===== config.mk =====
export PLATFORM = sky130hd
export DESIGN_NAME = neighbor_table_aging_unit
export DESIGN_NICKNAME = d
export VERILOG_FILES = /design/src/rtl/nta_pkg.sv /design/src/rtl/nta_ctrl.sv /design/src/rtl/nta_datapath.sv /design/src/rtl/neighbor_table_aging_unit.sv
export SDC_FILE = /design/constraint.sdc
export NUM_CORES = 2
export LEC_CHECK = 0
export BUFFER_PORTS_ARGS = -buffer_cell sky130_fd_sc_hd__buf_2
export CORE_UTILIZATION = 65
export CTS_CLUSTER_SIZE = 20
export DETAILED_ROUTE_END_ITERATION = 6
export PLACE_DENSITY = 0.82
export SLEW_MARGIN = 0
export SYNTH_ARGS = -nofsm -noshare
export SYNTH_HDL_FRONTEND = slang
export SYNTH_SLANG_ARGS = --single-unit

===== constraint.sdc =====
create_clock -name i_clk -period 10.52 [get_ports i_clk]
set_clock_uncertainty 0.2 [all_clocks]
set_input_delay 2.104 -clock i_clk [delete_from_list [all_inputs] [get_ports i_clk]]
set_output_delay 2.104 -clock i_clk [all_outputs]
set_load 0.02 [all_outputs]

===== src/rtl/nta_pkg.sv =====
// nta_pkg: shared types and constants of the neighbor table aging unit
// no dependencies; used by nta_ctrl, nta_datapath and neighbor_table_aging_unit
`default_nettype none

package nta_pkg;

    // operation codes carried in the func field of a request
    localparam logic [1:0] FUNC_REPORT = 2'd0;
    localparam logic [1:0] FUNC_ADVERT = 2'd1;
    localparam logic [1:0] FUNC_TICK   = 2'd2;
    localparam logic [1:0] FUNC_QUERY  = 2'd3;

    // reset value of the idle limit register
    localparam logic [15:0] MAX_IDLE_RESET = 16'd100;

    // request payload
    typedef struct packed {
        logic [1:0]  func;
        logic [31:0] neighbor_id;
        logic [15:0] adv_offset;
    } t_nta_req;

    // response payload
    typedef struct packed {
        logic [15:0] slots_since_seen;
        logic        was_new;
        logic [4:0]  active_count;
        logic        offset_valid;
        logic [15:0] next_offset;
        logic        table_full;
    } t_nta_rsp;

    // controller states
    typedef enum logic [1:0] {
        ST_IDLE,
        ST_SCAN,
        ST_DRAIN,
        ST_EXEC
    } t_nta_state;

    // commands from controller to datapath
    typedef struct packed {
        logic load;
        logic scan;
        logic exec;
    } t_nta_cmd;

    // status from datapath to controller
    typedef struct packed {
        logic scan_last;
        logic out_free;
    } t_nta_sts;

endpackage

`default_nettype wire


===== src/rtl/nta_ctrl.sv =====
// nta_ctrl: sequencing state machine of the neighbor table aging unit
// depends on nta_pkg; drives commands into nta_datapath
`default_nettype none

module nta_ctrl (
    input  wire                    i_clk,
    input  wire                    i_rst_n,
    input  wire                    i_in_valid,
    output logic                   o_in_stall,
    input  wire nta_pkg::t_nta_sts i_sts,
    output nta_pkg::t_nta_cmd      o_cmd
);

    nta_pkg::t_nta_state r_state;
    nta_pkg::t_nta_state n_state;

    // state register
    always_ff @(posedge i_clk) begin
        if (!i_rst_n) begin
            r_state <= nta_pkg::ST_IDLE;
        end else begin
            r_state <= n_state;
        end
    end

    // next state
    always_comb begin
        n_state = r_state;
        case (r_state)
            nta_pkg::ST_IDLE: begin
                if (i_in_valid) n_state = nta_pkg::ST_SCAN;
            end
            nta_pkg::ST_SCAN: begin
                if (i_sts.scan_last) n_state = nta_pkg::ST_DRAIN;
            end
            nta_pkg::ST_DRAIN: begin
                n_state = nta_pkg::ST_EXEC;
            end
            nta_pkg::ST_EXEC: begin
                if (i_sts.out_free) n_state = nta_pkg::ST_IDLE;
            end
            default: begin
                n_state = nta_pkg::ST_IDLE;
            end
        endcase
    end

    // outputs
    always_comb begin
        o_cmd      = '0;
        o_in_stall = 1'b1;
        case (r_state)
            nta_pkg::ST_IDLE: begin
                o_in_stall = 1'b0;
                o_cmd.load = i_in_valid;
            end
            nta_pkg::ST_SCAN: begin
                o_cmd.scan = 1'b1;
            end
            nta_pkg::ST_DRAIN: begin
                o_cmd = '0;
            end
            nta_pkg::ST_EXEC: begin
                o_cmd.exec = i_sts.out_free;
            end
            default: begin
                o_cmd = '0;
            end
        endcase
    end

endmodule

`default_nettype wire


===== src/rtl/nta_datapath.sv =====
// nta_datapath: entry memory, valid bits, scan logic and response register
// depends on nta_pkg; controlled by nta_ctrl through t_nta_cmd / t_nta_sts
`default_nettype none

module nta_datapath #(
    parameter int TABLE_ENTRIES = 16,
    parameter int COUNT_BITS    = 16
) (
    input  wire                    i_clk,
    input  wire                    i_rst_n,
    input  wire                    i_cfg_we,
    input  wire             [15:0] i_cfg_data,
    input  wire nta_pkg::t_nta_req i_req,
    input  wire nta_pkg::t_nta_cmd i_cmd,
    output nta_pkg::t_nta_sts      o_sts,
    output logic                   o_out_valid,
    input  wire                    i_out_stall,
    output nta_pkg::t_nta_rsp      o_rsp
);

    localparam int IW      = (TABLE_ENTRIES > 1) ? $clog2(TABLE_ENTRIES) : 1;
    localparam int AW      = $clog2(TABLE_ENTRIES + 1);
    localparam int CNT_LSB = 16;
    localparam int KEY_LSB = 16 + COUNT_BITS;
    localparam int WW      = 48 + COUNT_BITS;
    localparam logic [IW-1:0]         LAST_IDX = IW'(TABLE_ENTRIES - 1);
    localparam logic [COUNT_BITS-1:0] CNT_MAX  = {COUNT_BITS{1'b1}};

    // entry memory word: {key, idle count, offset}
    logic [WW-1:0] r_mem [TABLE_ENTRIES];

    logic [15:0]              r_max_idle;
    nta_pkg::t_nta_req        r_req,      n_req;
    logic [IW-1:0]            r_idx,      n_idx;
    logic [IW-1:0]            r_rd_idx;
    logic                     r_rd_vld;
    logic [WW-1:0]            r_rd_data;
    logic [TABLE_ENTRIES-1:0] r_active,   n_active;
    logic [TABLE_ENTRIES-1:0] r_ovalid,   n_ovalid;
    logic [AW-1:0]            r_total,    n_total;
    logic                     r_found,    n_found;
    logic [IW-1:0]            r_m_idx,    n_m_idx;
    logic [COUNT_BITS-1:0]    r_m_cnt,    n_m_cnt;
    logic [15:0]              r_m_off,    n_m_off;
    logic                     r_free,     n_free;
    logic [IW-1:0]            r_f_idx,    n_f_idx;
    logic                     r_out_vld,  n_out_vld;
    nta_pkg::t_nta_rsp        r_rsp,      n_rsp;

    logic                     n_we;
    logic [IW-1:0]            n_wa;
    logic [WW-1:0]            n_wd;

    // fields of the entry read during the scan
    logic [31:0]           d_key;
    logic [COUNT_BITS-1:0] d_cnt;
    logic [15:0]           d_off;
    logic                  rd_active;
    logic                  rd_ovalid;
    logic [COUNT_BITS-1:0] cnt_inc;
    logic                  evict;
    logic [31:0]           m_cnt_ext;
    logic [15:0]           m_seen;

    assign d_key     = r_rd_data[KEY_LSB +: 32];
    assign d_cnt     = r_rd_data[CNT_LSB +: COUNT_BITS];
    assign d_off     = r_rd_data[15:0];
    assign rd_active = r_active[r_rd_idx];
    assign rd_ovalid = r_ovalid[r_rd_idx];

    // aging: saturating increment, then compare against the limit
    assign cnt_inc = (d_cnt == CNT_MAX) ? d_cnt : d_cnt + COUNT_BITS'(1);
    assign evict   = 32'(cnt_inc) >= 32'(r_max_idle);

    // reported count clamps to the 16-bit field
    assign m_cnt_ext = 32'(r_m_cnt);
    assign m_seen    = (m_cnt_ext > 32'h0000_FFFF) ? 16'hFFFF : m_cnt_ext[15:0];

    assign o_sts.scan_last = (r_idx == LAST_IDX);
    assign o_sts.out_free  = !r_out_vld || !i_out_stall;
    assign o_out_valid     = r_out_vld;
    assign o_rsp           = r_rsp;

    // scan, tick update and request execution
    always_comb begin
        nta_pkg::t_nta_rsp rsp;
        rsp       = '0;
        n_req     = r_req;
        n_idx     = r_idx;
        n_active  = r_active;
        n_ovalid  = r_ovalid;
        n_total   = r_total;
        n_found   = r_found;
        n_m_idx   = r_m_idx;
        n_m_cnt   = r_m_cnt;
        n_m_off   = r_m_off;
        n_free    = r_free;
        n_f_idx   = r_f_idx;
        n_out_vld = r_out_vld && i_out_stall;
        n_rsp     = r_rsp;
        n_we      = 1'b0;
        n_wa      = r_rd_idx;
        n_wd      = r_rd_data;

        // new request
        if (i_cmd.load) begin
            n_req   = i_req;
            n_idx   = '0;
            n_found = 1'b0;
            n_free  = 1'b0;
        end

        // read address walks the table
        if (i_cmd.scan) begin
            n_idx = r_idx + IW'(1);
        end

        // one entry of read data per cycle
        if (r_rd_vld) begin
            if (r_req.func == nta_pkg::FUNC_TICK) begin
                if (rd_active) begin
                    n_we = 1'b1;
                    n_wa = r_rd_idx;
                    n_wd = {d_key, cnt_inc,
                            (rd_ovalid && d_off != 16'd0) ? d_off - 16'd1 : d_off};
                    if (rd_ovalid && d_off == 16'd0) n_ovalid[r_rd_idx] = 1'b0;
                    if (evict) begin
                        n_active[r_rd_idx] = 1'b0;
                        n_ovalid[r_rd_idx] = 1'b0;
                        n_total            = r_total - AW'(1);
                    end
                end
            end else begin
                if ((rd_active || rd_ovalid) && d_key == r_req.neighbor_id && !r_found) begin
                    n_found = 1'b1;
                    n_m_idx = r_rd_idx;
                    n_m_cnt = d_cnt;
                    n_m_off = d_off;
                end
                if (!(rd_active || rd_ovalid) && !r_free) begin
                    n_free  = 1'b1;
                    n_f_idx = r_rd_idx;
                end
            end
        end

        // apply the operation and load the response register
        if (i_cmd.exec) begin
            case (r_req.func)
                nta_pkg::FUNC_REPORT: begin
                    if (r_found && r_active[r_m_idx]) begin
                        rsp.slots_since_seen = m_seen;
                        rsp.offset_valid     = r_ovalid[r_m_idx];
                        rsp.next_offset      = r_ovalid[r_m_idx] ? r_m_off : 16'd0;
                        n_we = 1'b1;
                        n_wa = r_m_idx;
                        n_wd = {r_req.neighbor_id, {COUNT_BITS{1'b0}}, r_m_off};
                    end else if (r_found) begin
                        // entry held only an offset
                        n_active[r_m_idx] = 1'b1;
                        n_total           = r_total + AW'(1);
                        rsp.was_new       = 1'b1;
                        rsp.offset_valid  = 1'b1;
                        rsp.next_offset   = r_m_off;
                        n_we = 1'b1;
                        n_wa = r_m_idx;
                        n_wd = {r_req.neighbor_id, {COUNT_BITS{1'b0}}, r_m_off};
                    end else if (r_free) begin
                        n_active[r_f_idx] = 1'b1;
                        n_ovalid[r_f_idx] = 1'b0;
                        n_total           = r_total + AW'(1);
                        rsp.was_new       = 1'b1;
                        n_we = 1'b1;
                        n_wa = r_f_idx;
                        n_wd = {r_req.neighbor_id, {COUNT_BITS{1'b0}}, 16'd0};
                    end else begin
                        rsp.table_full = 1'b1;
                    end
                end
                nta_pkg::FUNC_ADVERT: begin
                    if (r_found) begin
                        n_ovalid[r_m_idx] = 1'b1;
                        rsp.offset_valid  = 1'b1;
                        rsp.next_offset   = r_req.adv_offset;
                        n_we = 1'b1;
                        n_wa = r_m_idx;
                        n_wd = {r_req.neighbor_id, r_m_cnt, r_req.adv_offset};
                    end else if (r_free) begin
                        n_active[r_f_idx] = 1'b0;
                        n_ovalid[r_f_idx] = 1'b1;
                        rsp.offset_valid  = 1'b1;
                        rsp.next_offset   = r_req.adv_offset;
                        n_we = 1'b1;
                        n_wa = r_f_idx;
                        n_wd = {r_req.neighbor_id, {COUNT_BITS{1'b0}}, r_req.adv_offset};
                    end else begin
                        rsp.table_full = 1'b1;
                    end
                end
                nta_pkg::FUNC_QUERY: begin
                    if (r_found) begin
                        rsp.slots_since_seen = r_active[r_m_idx] ? m_seen : 16'd0;
                        rsp.offset_valid     = r_ovalid[r_m_idx];
                        rsp.next_offset      = r_ovalid[r_m_idx] ? r_m_off : 16'd0;
                    end
                end
                default: begin
                    // tick: table already aged during the scan
                    rsp.table_full = 1'b0;
                end
            endcase
            rsp.active_count = 5'(n_total);
            n_rsp            = rsp;
            n_out_vld        = 1'b1;
        end
    end

    // entry memory: one write and one registered read per cycle
    always_ff @(posedge i_clk) begin
        if (n_we) begin
            r_mem[n_wa] <= n_wd;
        end
        if (i_cmd.scan) begin
            r_rd_data <= r_mem[r_idx];
        end
    end

    // control registers
    always_ff @(posedge i_clk) begin
        if (!i_rst_n) begin
            r_max_idle <= nta_pkg::MAX_IDLE_RESET;
            r_active   <= '0;
            r_ovalid   <= '0;
            r_total    <= '0;
            r_rd_vld   <= 1'b0;
            r_out_vld  <= 1'b0;
        end else begin
            if (i_cfg_we) r_max_idle <= i_cfg_data;
            r_active  <= n_active;
            r_ovalid  <= n_ovalid;
            r_total   <= n_total;
            r_rd_vld  <= i_cmd.scan;
            r_out_vld <= n_out_vld;
        end
    end

    // payload registers
    always_ff @(posedge i_clk) begin
        r_req    <= n_req;
        r_idx    <= n_idx;
        r_rd_idx <= r_idx;
        r_found  <= n_found;
        r_m_idx  <= n_m_idx;
        r_m_cnt  <= n_m_cnt;
        r_m_off  <= n_m_off;
        r_free   <= n_free;
        r_f_idx  <= n_f_idx;
        r_rsp    <= n_rsp;
    end

endmodule

`default_nettype wire


===== src/rtl/neighbor_table_aging_unit.sv =====
// neighbor_table_aging_unit: top level of the neighbor table with aging
// depends on nta_pkg, nta_ctrl and nta_datapath
`default_nettype none

// Neighbor table of TABLE_ENTRIES entries keyed by a 32-bit neighbor id. Each
// request is an activity report, a broadcast advertisement, a slot-end tick or
// a query, and yields exactly one response. Every request walks the entry
// memory one entry per cycle through its single read port: the tick ages each
// active entry on the way, the other requests locate the id and the first
// free entry and are applied in a final cycle. After acceptance a request
// holds the unit through the scan, a drain and an execute state that waits
// for the response register to be free; a finished response may wait in its
// register while the next request is accepted. max_idle_slots is written
// through i_cfg_we / i_cfg_data, by the user only while idle (unenforced).

module neighbor_table_aging_unit #(
    parameter int TABLE_ENTRIES = 16,
    parameter int COUNT_BITS    = 16
) (
    input  wire                    i_clk,
    input  wire                    i_rst_n,
    input  wire                    i_cfg_we,
    input  wire             [15:0] i_cfg_data,
    input  wire                    i_in_valid,
    output logic                   o_in_stall,
    input  wire nta_pkg::t_nta_req i_req,
    output logic                   o_out_valid,
    input  wire                    i_out_stall,
    output nta_pkg::t_nta_rsp      o_rsp
);

    nta_pkg::t_nta_cmd cmd;
    nta_pkg::t_nta_sts sts;

    // sequencing
    nta_ctrl u_ctrl (
        .i_clk      (i_clk),
        .i_rst_n    (i_rst_n),
        .i_in_valid (i_in_valid),
        .o_in_stall (o_in_stall),
        .i_sts      (sts),
        .o_cmd      (cmd)
    );

    // table storage and execution
    nta_datapath #(
        .TABLE_ENTRIES (TABLE_ENTRIES),
        .COUNT_BITS    (COUNT_BITS)
    ) u_datapath (
        .i_clk       (i_clk),
        .i_rst_n     (i_rst_n),
        .i_cfg_we    (i_cfg_we),
        .i_cfg_data  (i_cfg_data),
        .i_req       (i_req),
        .i_cmd       (cmd),
        .o_sts       (sts),
        .o_out_valid (o_out_valid),
        .i_out_stall (i_out_stall),
        .o_rsp       (o_rsp)
    );

endmodule

`default_nettype wire


=== Word level (Yosys, flattened, before mapping) ===
Memory sizes are Yosys's and may differ from the RTL's. A register that Yosys moved wholly into a read port is not among the register bits.
Index checks and enable logic that the tools add are counted.
Widths: inputs -> output; s select.

* Word-level logic and storage cells: 202
* Output and inout bits: 42
* Input bits: 71
* Memories kept: 1
* Bits in writable memories: 1,024
* Register bits after elaboration: 197

{| class="wikitable"
|+ Memories
! memory !! words !! bits a word !! rd ports !! clocked after memory_dff !! write ports !! line !! source
|-
| u_datapath.r_mem || 16 || 64 || 1 || 1 || 1 || nta_datapath.sv:30 || <nowiki>logic [WW-1:0] r_mem [TABLE_ENTRIES];</nowiki>
|}

* Multiplexer cells: 113
* $add $sub $neg: 5
* Order comparisons: 8
* Bitwise gates (word level): 13
* Reduce and logical (&&, ||, !) cells: 26
* Equal/unequal tests: 12

{| class="wikitable"
|+ Operators with widths
! operator !! count
|-
| $mux 16 || 31
|-
| $mux 64 || 6
|-
| $pmux 64 s2 || 1
|-
| $mux 32 || 3
|-
| $pmux 16 s2 || 3
|-
| $mux 17 || 5
|-
| $and 16x16->16 || 5
|-
| $or 16x16->16 || 4
|-
| $pmux 17 s3 || 1
|-
| $mux 5 || 9
|-
| $mux 1 || 34
|-
| $eq 32x32->1 || 1
|-
| $not 16->16 || 2
|-
| $mux 4 || 6
|-
| $add 16x1->16 const B || 1
|-
| $bmux 1 s4 || 4
|-
| $eq 16x16->1 const B || 1
|-
| $ge 16x16->1 || 1
|-
| $gt 16x16->1 const B || 1
|-
| $logic_not 16->1 || 1
|-
| $reduce_bool 16->1 || 1
|-
| $sub 16x1->16 const B || 1
|-
| $lt 4x5->1 const B || 3
|-
| $demux 1 s4 || 3
|-
| 21 further kinds || 49
|}

=== Depth between registers and ports, before layout ===
* Depth in word-level cells: 21
* Gate-level depth with buffers: 15

=== Hierarchy ===
From an unflattened synthesis, not the netlist that was laid out.

* Cell total of the unflattened synthesis: 2,639
* Area, all modules: 51,349.2 um^2

{| class="wikitable"
|+ Modules (own cells, without submodules)
! module !! times used !! cells an instance !! area an instance (um^2) !! seq. area each (um^2)
|-
| nta_datapath || 1 || 2,617 || 51,166.6 || 37,916.4
|-
| nta_ctrl || 1 || 22 || 182.7 || 40.0
|}

=== Worst setup path before layout ===
OpenSTA, ideal clock, no wires.

* Path kind: input to register
* From: in i_out_stall
* To: mem u_datapath.r_mem[8][0] (netlist name) (enable)
* Data arrival time: 6.556 ns
* Cell stages on the path: 7
* Path buffers: 1
* Library setup time: 0.486 ns
* Path slack: 3.278 ns
* Cell sequence: a21bo_2 > buf_2 > inv_2 > o21ai_1 > a221oi_1 > nand3_1 > nor2_1

{| class="wikitable"
|+ RTL lines
! what !! line !! source
|-
| start: declaration || neighbor_table_aging_unit.sv:28 || <nowiki>input wire i_out_stall,</nowiki>
|-
| end: declaration || nta_datapath.sv:30 ||
|}

=== Final worst setup path ===
* From: in i_out_stall
* To: mem u_datapath.r_mem[10][23] (netlist name) (enable)

* Cells in the longest elaborated chain, start to end: 6
* Elaborated cells between the ends (all ways): 7

{| class="wikitable"
|+ Ends and longest elaborated chain
! what !! line !! source
|-
| $logic_not 1->1 * || nta_datapath.sv:80 || <nowiki>assign o_sts.out_free = !r_out_vld || !i_out_stall;</nowiki>
|-
| $logic_or 1x1->1 * || nta_datapath.sv:80 ||
|-
| $mux 1 * || nta_ctrl.sv:52 || <nowiki>case (r_state)</nowiki>
|-
| $mux 1 || nta_datapath.sv:148 || <nowiki>if (i_cmd.exec) begin</nowiki>
|-
| $mux 1 || nta_datapath.sv:220 || <nowiki>if (n_we) begin</nowiki>
|-
| $mux 1 (not written as such) || nta_datapath.sv:221 || <nowiki>r_mem[n_wa] <= n_wd;</nowiki>
|}

Every way passes the cells marked *; elsewhere a longest branch is shown, timed or not.

==> impl_metrics.env <==
export IMPL_status="finished, final reports clean"
export IMPL_yosysTopAreaCell="edfxtp_1"
export IMPL_port_buffers=112
export IMPL_grt_max_degree=128
export IMPL_drtAntennaViolNets=0
export IMPL_postRouteWirelength_um=130600
export IMPL_fmax_mhz=151.9
export IMPL_cp_data_required_time_ps=10630
export IMPL_synth_edf_count=1222
export IMPL_tightest_slew_ps=1478
export IMPL_ys_async_sr_fraction=0
export IMPL_ir_drop_mv=0.2200
export IMPL_ys_ff_latch=1285
export IMPL_clk_pin_slew_ps=60
export IMPL_maxCapViolations=0
export IMPL_fin_setup_tns_ps=0
export IMPL_drt_pass1_iter_count=6
export IMPL_grt_pass1_wl_um=189900
export IMPL_whs_ps=300.5
export IMPL_end_kind="flop"
export IMPL_finalMaxSlewViolations=0
export IMPL_ctsHtreeMaxLevel=3
export IMPL_drcViolationCount=0
export IMPL_power_mw=15.09
export IMPL_grt_pass1_vias=27920
export IMPL_avgSynthCellArea_um2=20.00
export IMPL_multi_input_area_um2=12710
export IMPL_place_ws_ps=3612
export IMPL_io_pins=113
export IMPL_postCtsHoldBufs=0
export IMPL_fp_dieArea_um2=79970
export IMPL_dieHeight_um=282.8
export IMPL_power_frac_clock=0.290
export IMPL_cts_tree="done"
export IMPL_initial_core_util=0.6594
export IMPL_gr_total_overflow=0
export IMPL_worst_slack_ps=3938
export IMPL_rsz0062_at_grt="false"
export IMPL_final_util=0.7336
export IMPL_fp_row_count=102
export IMPL_drive_above_1_share=0.2640
export IMPL_netlist_area_um2=51250
export IMPL_clock_sinks=1285
export IMPL_synth_ff_type="edfxtp_1"
export IMPL_avgRoutedWirePerCell_um=33.88
export IMPL_dp_cells=3626
export IMPL_rr_startpoint="u_datapath.r_req[48]"
export IMPL_synth_warnings=0
export IMPL_layout_commonest_cell="edfxtp_1"
export IMPL_cts_resized=0
export IMPL_min_path_type="flop to flop"
export IMPL_stdcell_count=3856
export IMPL_grt_use_total=0.3357
export IMPL_syn_inst=2562
export IMPL_crit_arrival_ps=6690
export IMPL_seqPwrFrac=0.459
export IMPL_area_delta_synth_final_pct=11.24
export IMPL_final_cell_mix="edfxtp_1, mux4_2, clkbuf_16"
export IMPL_path_class="input pin to flop"
export IMPL_cellPowerDensity_nw_per_um2=264.7
export IMPL_switchingPower_mw=4.527
export IMPL_drtIter0Drc=3890
export IMPL_fin_nets=2811
export IMPL_hold_path_startpoint="u_datapath.r_max_idle[3]"
export IMPL_cts_made_buffers=120
export IMPL_ys_seq_area_frac=0.7406
export IMPL_timing_rr_end="u_datapath.r_mem[10][23]"
export IMPL_pwr_share_comb=0.252
export IMPL_synthesis_nets=2663
export IMPL_reg2reg_setup_slack_ps=4680
export IMPL_antenna_found_initial=1
export IMPL_min_path_cells=2
export IMPL_gp_congestion=0.8924
export IMPL_final_period_utilization=0.6256
export IMPL_min_to="u_datapath.r_max_idle[3]"
export IMPL_die_width_um=282.8
export IMPL_ff2ff_path_depth=9
export IMPL_synth_cell_types=63
export IMPL_switching_share=0.3000
export IMPL_p_leak_nw=17.96
export IMPL_period_needed_ps=6582
export IMPL_crit_fanout=65
export IMPL_cts_buffer_depth=3
export IMPL_cp_start_kind="input pin"
export IMPL_ff_latch_area_um2=37960
export IMPL_placed_area_um2=53060
export IMPL_vias=27650
export IMPL_finalSetupViolCount=0
export IMPL_core_area_um2=77720
export IMPL_post_cts_buffers=0
export IMPL_synth_top_area_frac=0.7160
export IMPL_hold_viol=0
export IMPL_clk_latency_ps=720
export IMPL_cts_root_buf="clkbuf_16"
export IMPL_stdcell_area_um2=57010
export IMPL_viasPerCell=7.171
export IMPL_internal_power_mw=10.57
export IMPL_slew_headroom=0.01493
export IMPL_synth_area_top_cells="edfxtp_1, mux4_2, dfxtp_1"
export IMPL_fillers=4069
export IMPL_dp_hpwl_um=67710
synthesized netlist by cell type, drive strengths merged, types with 28 or more instances:
library cell and count:
dfxtp 63, xor2 61, a22oi 37, mux2i 28, o21ai 82, nand2 99, mux4 332, edfxtp 1222
nor2 94, inv 37, a21oi 43, clkbuf 82, mux2 36, and2 34, nand3 35, ha 30
buf 53
kinds of logic (layout without fill, tap and decap cells):
logic type / after synthesis / after routing / share of synthesized area
muxes: 396 / 396 / 0.1593
DFF: 1285 / 1285 / 0.7406
and+or+nand+nor: 362 / 362 / 0.03462
buffers and inverters: 172 / 424 / 0.01406
xor gates and xnor gates: 77 / 77 / 0.01316
AOI/OAI and AO/OA: 240 / 240 / 0.03096
other: 0 / 2 / 0
adders and majority gates: 30 / 30 / 0.007324
flip-flops by register name, summed over array words and instances (netlist names), 40 cells and up:
register / count
u_datapath.r_rd_data: 64
u_datapath.r_mem: 1024
u_datapath.r_req: 50
u_datapath.o_rsp: 40
critical path, stage by stage:
cell and delay [ps]:
buf_2 100, a21bo_2 360, nor2_1 460, and2_4 1010, or2_2 310, nand3_1 390, nor2_4 1160, buf_4 700
worst max-delay path by stage:
stage / cells after the start / slack, ps / end / from
after floorplan: 7 / 3280 / u_datapath.r_mem[8][0] / i_out_stall
after global placement: 8 / 3850 / u_datapath.r_mem[11][23] / i_out_stall
after detailed placement: 8 / 3610 / u_datapath.r_mem[8][23] / i_out_stall
after CTS: 8 / 4050 / u_datapath.r_mem[10][23] / i_out_stall
after global routing: 8 / 3840 / u_datapath.r_mem[10][23] / i_out_stall
final: 8 / 3940 / u_datapath.r_mem[10][23] / i_out_stall
layout make-up:
class,instances,share of cell area
flip-flops and latches,1285,0.6657
multi-input cells,1105,0.2230
diodes,2,0.00008778
clock buffers,147,0.05462
clock inverters,79,0.01433
well taps,1040,0.02282
inverters,37,0.002436
repair buffers,161,0.01694
layer usage:
metal | vias up | GRT usage | routed length (um)
li1 | 10810 | - | -
met1 | 14310 | 0.4500 | 46320
met2 | 2133 | 0.5574 | 66370
met3 | 394 | 0.05129 | 12190
met4 | 2 | 0.1430 | 5756
met5 | - | 0 | 9
power groups by stage:
stage	Combinational (mW)	Clock (mW)	Sequential [mW]
finish	3.80	4.37	6.92
global route	3.99	4.57	6.93
CTS	3.78	4.40	6.91
detailed placement	3.67	0	6.99
global placement	3.51	0	6.96
floorplan	2.62	0	6.85
No activity file was read; power rests on OpenSTA's default activity.
